File: src/hdl/float_half_convert_assert.svh
// ---------------------------------------------------------------------------
// float_half_convert assertion macros
// concurrent property checks, disabled by defining ASSERT_OFF
// ---------------------------------------------------------------------------
`ifndef FLOAT_HALF_CONVERT_ASSERT_SVH
`define FLOAT_HALF_CONVERT_ASSERT_SVH
`ifndef ASSERT_OFF
`define FHC_ASSERT(label, clk, rstn, prop, msg) \
  label: assert property (@(posedge clk) disable iff (!rstn) (prop)) else $error(msg);
`define FHC_ASSERT_RST(label, clk, rstn, prop, msg) \
  label: assert property (@(posedge clk) (!rstn) |-> (prop)) else $error(msg);
`else
`define FHC_ASSERT(label, clk, rstn, prop, msg)
`define FHC_ASSERT_RST(label, clk, rstn, prop, msg)
`endif
`endif

File: src/hdl/fhc_pkg.sv
// ---------------------------------------------------------------------------
// fhc_pkg
// shared types and constants for the float/half converter
// ---------------------------------------------------------------------------
package fhc_pkg;

  localparam logic OpS2H = 1'b0;
  localparam logic OpH2S = 1'b1;

  localparam int unsigned ExpBiasDiff = 127 - 15;

  // stage 1 to stage 2 payload
  typedef struct packed {
    logic        op;
    logic        sgn;
    logic [7:0]  exp8;
    logic [22:0] man23;
    logic [4:0]  exp5;
    logic [9:0]  man10;
    logic [3:0]  lzc;
  } fhc_dec_t;

  // leading-zero count of a 10-bit half mantissa, 0..9 for nonzero
  function automatic logic [3:0] lzc10(input logic [9:0] m);
    logic [3:0] n;
    n = 4'd10;
    for (int i = 0; i < 10; i++) begin
      if (m[i]) n = 4'(9 - i);
    end
    return n;
  endfunction

endpackage

File: src/hdl/float_half_convert.sv
// ---------------------------------------------------------------------------
// float_half_convert
// single/half precision bit pattern converter, three-stage pipeline
// ---------------------------------------------------------------------------
// channel | signals                         | direction
// in      | in_valid_i, in_stall_o, op_i,   | into block
//         | operand_i                       |
// out     | out_valid_o, out_stall_i,       | out of block
//         | result_o                        |
// three register stages: decode, convert and output register
// one item per cycle while the output is not stalled; a stage advances when the stage after it is empty or moving
// a stall freezes a stage only when it and every stage after it are full; empty stages fill while stalled
// reset clears all valid bits
// ---------------------------------------------------------------------------
`include "float_half_convert_assert.svh"
module float_half_convert (
  input  logic        clk_i,
  input  logic        rst_ni,
  input  logic        in_valid_i,
  output logic        in_stall_o,
  input  logic        op_i,
  input  logic [31:0] operand_i,
  output logic        out_valid_o,
  input  logic        out_stall_i,
  output logic [31:0] result_o
);
  import fhc_pkg::*;

  logic        v1, v2;
  fhc_dec_t    dec;
  logic [31:0] res2;
  logic        en3, en2, en1;

  // each stage moves when the stage after it is empty or moving
  assign en3 = !out_valid_o || !out_stall_i;
  assign en2 = en3 || !v2;
  assign en1 = en2 || !v1;
  assign in_stall_o = !en1;

  fhc_decode u_decode (
    .clk_i, .rst_ni, .en_i(en1), .valid_i(in_valid_i), .op_i, .operand_i,
    .valid_o(v1), .dec_o(dec)
  );

  fhc_convert u_convert (
    .clk_i, .rst_ni, .en_i(en2), .valid_i(v1), .dec_i(dec),
    .valid_o(v2), .result_o(res2)
  );

  fhc_out_stage u_out (
    .clk_i, .rst_ni, .en_i(en3), .valid_i(v2), .result_i(res2),
    .valid_o(out_valid_o), .result_o
  );

  `FHC_ASSERT(a_out_hold, clk_i, rst_ni, out_valid_o && out_stall_i |=> out_valid_o && $stable(result_o), "result lost under stall")
  `FHC_ASSERT(a_full_stall, clk_i, rst_ni, in_stall_o |-> v1 && v2 && out_valid_o && out_stall_i, "stall without full pipe")
  `FHC_ASSERT_RST(a_rst_empty, clk_i, rst_ni, !out_valid_o, "valid during reset")
endmodule

File: src/hdl/fhc_decode.sv
// ---------------------------------------------------------------------------
// fhc_decode
// first stage: field split and leading-zero count of the half mantissa
// ---------------------------------------------------------------------------
module fhc_decode (
  input  logic              clk_i,
  input  logic              rst_ni,
  input  logic              en_i,
  input  logic              valid_i,
  input  logic              op_i,
  input  logic [31:0]       operand_i,
  output logic              valid_o,
  output fhc_pkg::fhc_dec_t dec_o
);
  import fhc_pkg::*;

  logic      valid_q;
  fhc_dec_t  dec_d, dec_q;

  always_comb begin
    dec_d.op    = op_i;
    dec_d.sgn   = (op_i == OpH2S) ? operand_i[15] : operand_i[31];
    dec_d.exp8  = operand_i[30:23];
    dec_d.man23 = operand_i[22:0];
    dec_d.exp5  = operand_i[14:10];
    dec_d.man10 = operand_i[9:0];
    dec_d.lzc   = lzc10(operand_i[9:0]);
  end

  always_ff @(posedge clk_i or negedge rst_ni) begin
    if (!rst_ni) begin
      valid_q <= 1'b0;
    end else if (en_i) begin
      valid_q <= valid_i;
    end
  end

  always_ff @(posedge clk_i) begin
    if (en_i) begin
      dec_q <= dec_d;
    end
  end

  assign valid_o = valid_q;
  assign dec_o   = dec_q;
endmodule

File: src/hdl/fhc_convert.sv
// ---------------------------------------------------------------------------
// fhc_convert
// second stage: shift and special-case selection for both directions
// ---------------------------------------------------------------------------
module fhc_convert (
  input  logic              clk_i,
  input  logic              rst_ni,
  input  logic              en_i,
  input  logic              valid_i,
  input  fhc_pkg::fhc_dec_t dec_i,
  output logic              valid_o,
  output logic [31:0]       result_o
);
  import fhc_pkg::*;

  logic        valid_q;
  logic [31:0] res_d, res_q;
  logic [23:0] sub_man;
  logic [4:0]  sub_sh;
  logic [9:0]  nan_man;
  logic [9:0]  norm_man;
  logic [7:0]  norm_exp;
  logic [15:0] h;

  always_comb begin
    sub_sh   = 5'(8'd113 - dec_i.exp8);
    sub_man  = {1'b1, dec_i.man23} >> sub_sh;
    nan_man  = dec_i.man23[22:13];
    norm_man = 10'(dec_i.man10 << (dec_i.lzc + 4'd1));
    norm_exp = 8'(8'd112 - {4'd0, dec_i.lzc});
    h        = '0;
    res_d    = '0;
    if (dec_i.op == OpS2H) begin
      if (dec_i.exp8 < 8'd102) begin
        h = '0;
      end else if (dec_i.exp8 <= 8'd112) begin
        h = {dec_i.sgn, 5'd0, sub_man[22:13]};
      end else if (dec_i.exp8 == 8'hff) begin
        h = {dec_i.sgn, 5'h1f, nan_man | {9'd0, (dec_i.man23 != '0) && (nan_man == '0)}};
      end else if (dec_i.exp8 > 8'd142) begin
        h = {dec_i.sgn, 5'h1f, 10'd0};
      end else begin
        h = {dec_i.sgn, 5'(dec_i.exp8 - 8'(ExpBiasDiff)), nan_man};
      end
      res_d = {16'd0, h};
    end else begin
      if (dec_i.exp5 == 5'd0) begin
        if (dec_i.man10 == '0) begin
          res_d = {dec_i.sgn, 31'd0};
        end else begin
          res_d = {dec_i.sgn, norm_exp, norm_man, 13'd0};
        end
      end else if (dec_i.exp5 == 5'h1f) begin
        res_d = {dec_i.sgn, 8'hff, dec_i.man10, 13'd0};
      end else begin
        res_d = {dec_i.sgn, 8'({3'd0, dec_i.exp5} + 8'(ExpBiasDiff)), dec_i.man10, 13'd0};
      end
    end
  end

  always_ff @(posedge clk_i or negedge rst_ni) begin
    if (!rst_ni) begin
      valid_q <= 1'b0;
    end else if (en_i) begin
      valid_q <= valid_i;
    end
  end

  always_ff @(posedge clk_i) begin
    if (en_i) begin
      res_q <= res_d;
    end
  end

  assign valid_o  = valid_q;
  assign result_o = res_q;
endmodule

File: src/hdl/fhc_out_stage.sv
// ---------------------------------------------------------------------------
// fhc_out_stage
// third stage: output register holding the result until transfer
// ---------------------------------------------------------------------------
module fhc_out_stage (
  input  logic        clk_i,
  input  logic        rst_ni,
  input  logic        en_i,
  input  logic        valid_i,
  input  logic [31:0] result_i,
  output logic        valid_o,
  output logic [31:0] result_o
);
  logic        valid_q;
  logic [31:0] res_q;

  always_ff @(posedge clk_i or negedge rst_ni) begin
    if (!rst_ni) begin
      valid_q <= 1'b0;
    end else if (en_i) begin
      valid_q <= valid_i;
    end
  end

  always_ff @(posedge clk_i) begin
    if (en_i && valid_i) begin
      res_q <= result_i;
    end
  end

  assign valid_o  = valid_q;
  assign result_o = res_q;
endmodule

File: config.mk
export PLATFORM = sky130hd
export DESIGN_NAME = float_half_convert
export DESIGN_NICKNAME = d
export VERILOG_FILES = /design/src/hdl/fhc_pkg.sv /design/src/hdl/float_half_convert.sv /design/src/hdl/fhc_decode.sv /design/src/hdl/fhc_convert.sv /design/src/hdl/fhc_out_stage.sv
export VERILOG_INCLUDE_DIRS = /design/src /design/src/hdl
export SDC_FILE = /design/constraint.sdc
export NUM_CORES = 1
export LEC_CHECK = 0
export BUFFER_PORTS_ARGS = -buffer_cell sky130_fd_sc_hd__buf_2
export CORE_UTILIZATION = 57
export CTS_CLUSTER_SIZE = 28
export DETAILED_ROUTE_END_ITERATION = 12
export PLACE_DENSITY = 0.8
export SKIP_CTS_REPAIR_TIMING = 1
export SYNTH_ARGS = -nofsm -noshare
export SYNTH_HDL_FRONTEND = slang
export SYNTH_SLANG_ARGS = --single-unit
File: constraint.sdc
create_clock -name clk_i -period 4 [get_ports clk_i]
set_input_delay 0.8 -clock clk_i [delete_from_list [all_inputs] [get_ports clk_i]]
set_output_delay 0.8 -clock clk_i [all_outputs]
set_load 0.01 [all_outputs]
==> out/results.ini <==
[cts]
clkSinkCount=102
clk_pin_slew_ns=0.10
cts_buffers=9
clkLatencyLatePin_ns=0.36
cts_max_path_buffers=2
htree_levels=3
cts_root_buf=clkbuf_8
cts_tree=yes

[sta]
finalSetupViolCount=0
max_freq_mhz=353
worst_slack_ns=1.17
rsz0062_at_grt=no
tns_ns=0
max_slew_margin_pct=59.0
skew_ns=0.00846
fin_crit_sh_pct=70.9
max_slew.worst_pin.slew_ns=0.615
whs_ns=0.215
finalWorstPathRequiredPeriod_ns=2.83
final-max-slew-violation-count=0
hold_viol=0

[detailed_routing]
drt_iter0_drc=303
drc_errors=0
antenna_left=0
drt-pass1-iter-count=6
dr_total_vias=2856
wirelength_um=8010
wire_per_inst_um=16.0
vias_per_cell=5.69

[floorplan]
core_um2=7770
dieHeight_um=92.1
pin_count=71
die_x_um=92.1
dieArea_um2=8470
initial_utilization_pct=59.5
rows=32

[place]
numPortBuffers=70
dp_hpwl_um=5840
post-place-ws_ns=1.17
gp_congestion=0.900

[synth]
synthesis.instances=321
synth.area.top_cells=edfxtp_1 64%, mux4_2 2.9%, mux2i_1 2.8%
synthArstFlopShare_pct=2.94
yosysMostFrequentCell=edfxtp_1
yosys_warnings=0
synth.top_cell.area_share_pct=64.3
avgSynthCellArea_um2=14.4
synth_flop_cell=edfxtp_1
syn-num-nets=362
synthDistinctLibCells=57
synth-edff-count=99
yosysSeqAreaShare_pct=65.9
ys_ff_latch=102
synthesis.area_um2=4620
yosys-top-cells-count=99 x edfxtp_1, 28 x nor2_1, 15 x nand2_1, 14 x a22oi_1, 13 x mux2i_1
synth_largest_area_cell=edfxtp_1

[setup_path]
rr_worst_depth=6
worstSetupEndpoint=u_convert.result_o[21]
arrival_ns=2.94
end_kind=flip-flop
critPathKind=reg -> reg
startpoint_type=flip-flop
crit_required_ns=4.10
cp_slowest_cell=edfxtp_1
r2r-end=u_convert.result_o[21]
critical_path.max_fanout=15
reg2reg_from=u_decode.dec_o[0]
crit_path_cell_trace=inv_1 -> ha_1 -> mux2_2 -> mux4_2 -> nand2b_1 -> a311oi_1
critPathMaxStageDelay_ns=0.74
r2r_slack_ns=1.17
cp-startpoint=u_decode.dec_o[0]

[grt]
grt_first_pass_wirelength_um=13100
antenna_found_initial=0
first_global_vias=2568
grt_usage_pct=20.4
grtUsageMet2_pct=29.6
grt-ovfl-total=0
grt-busiest-layer=met1
use_met3_pct=2.82
grt_use_met1_pct=31.3
grt_max_degree=39

[final_layout]
area_growth_pct=13.7
postLayoutCoreUtil_pct=67.6
antenna_cells=0
drive_above_1_share_pct=28.7
nNetsFinal=436

[power]
cellLeakagePower_nw=2.02
p_total_mw=2.43
ir_drop_uv=234
powerDensity_nw_per_um2=463

[flow_run]
maxCapViolCount=0

[min_path]
hp-class=in -> async

[status]
status=finished, final reports clean

-- per-layer routing --
| layer | vias to the layer above | part of all wire (%) |
|---|---|---|
| li1 | 1397 | - |
| met1 | 1321 | 48 |
| met2 | 123 | 43 |
| met3 | 15 | 6.2 |
| met4 | 0 | 2.0 |
| met5 | - | 0 |
-- placed cells by master, fill, tap and decap left out, types with 9 or more instances in the layout --
cell	count
a21oi_1	12
a22oi_1	14
buf_2	70
clkbuf_8	9
edfxtp_1	99
inv_1	10
mux2_2	11
mux2i_1	13
nand2_1	15
nor2_1	28
o21ai_0	11
-- worst max-delay path, delay by kind of cell, from the launching register on --
| family | cells | cell delay, ns |
|---|---|---|
| flops | 1 | 0.74 |
| buf+inv | 1 | 0.16 |
| mux | 2 | 0.88 |
| simple gates | 1 | 0.08 |
| fa+ha+maj | 1 | 0.65 |
| compound gates | 1 | 0.07 |
-- final cells by class --
| type | count | area, um^2 |
|---|---|---|
| clock buffers | 9 | 124 |
| clock inverters | 7 | 77.6 |
| fillers | 564 | 2510 |
| inverters | 13 | 48.8 |
| multi-input cells | 195 | 1450 |
| flip-flops and latches | 102 | 3050 |
| well taps | 102 | 128 |
| repair buffers | 74 | 380 |
-- state kept, by name, indices dropped and copies added (netlist names) --
name / cells
u_decode.dec_o: 37
u_convert.result_o: 31
u_convert.valid_o: 1
u_out.result_o: 31
u_decode.valid_o: 1
u_out.valid_o: 1
-- power by group --
part / switching, mW / internal [mW] / total, mW / leakage [nW]
registers: 0.0813 / 1.32 / 1.40 / 1.06
clock network: 0.352 / 0.297 / 0.649 / 0.103
logic: 0.210 / 0.167 / 0.377 / 0.857
total: 0.643 / 1.79 / 2.43 / 2.02
-- kinds of logic (layout without fill, tap and decap cells) --
group / after synthesis / in the layout / synth area share [%]
AO/OA/AOI/OAI: 65 / 65 / 9.39
XOR/XNOR: 6 / 6 / 1.14
adder cells (fa/ha/maj): 4 / 4 / 1.08
buffers and inverters: 24 / 103 / 2.82
flip-flops: 102 / 102 / 65.9
multiplexers: 31 / 31 / 8.99
AND/OR/NAND/NOR: 89 / 89 / 10.6
-- worst min path at each step --
stage | endpoint | slack (ns) | cells after the start
floorplan | u_out.result_o[0] | 0.40 | 0
global placement | u_out.result_o[17] | 0.40 | 0
detailed placement | u_out.result_o[15] | 0.40 | 0
CTS | u_out.valid_o | 0.21 | 1
global route | u_decode.valid_o | 0.20 | 1
finish | u_out.valid_o | 0.22 | 1
-- stage by stage --
step / cells / area, um^2
3_3_place_gp: 486 / 5050
3_5_place_dp: 486 / 5050
4_1_cts: 502 / 5250
6_report: 502 / 5250
2_1_floorplan: 321 / 4620
5_1_grt: 502 / 5250
(Power assumes the default switching activity.)
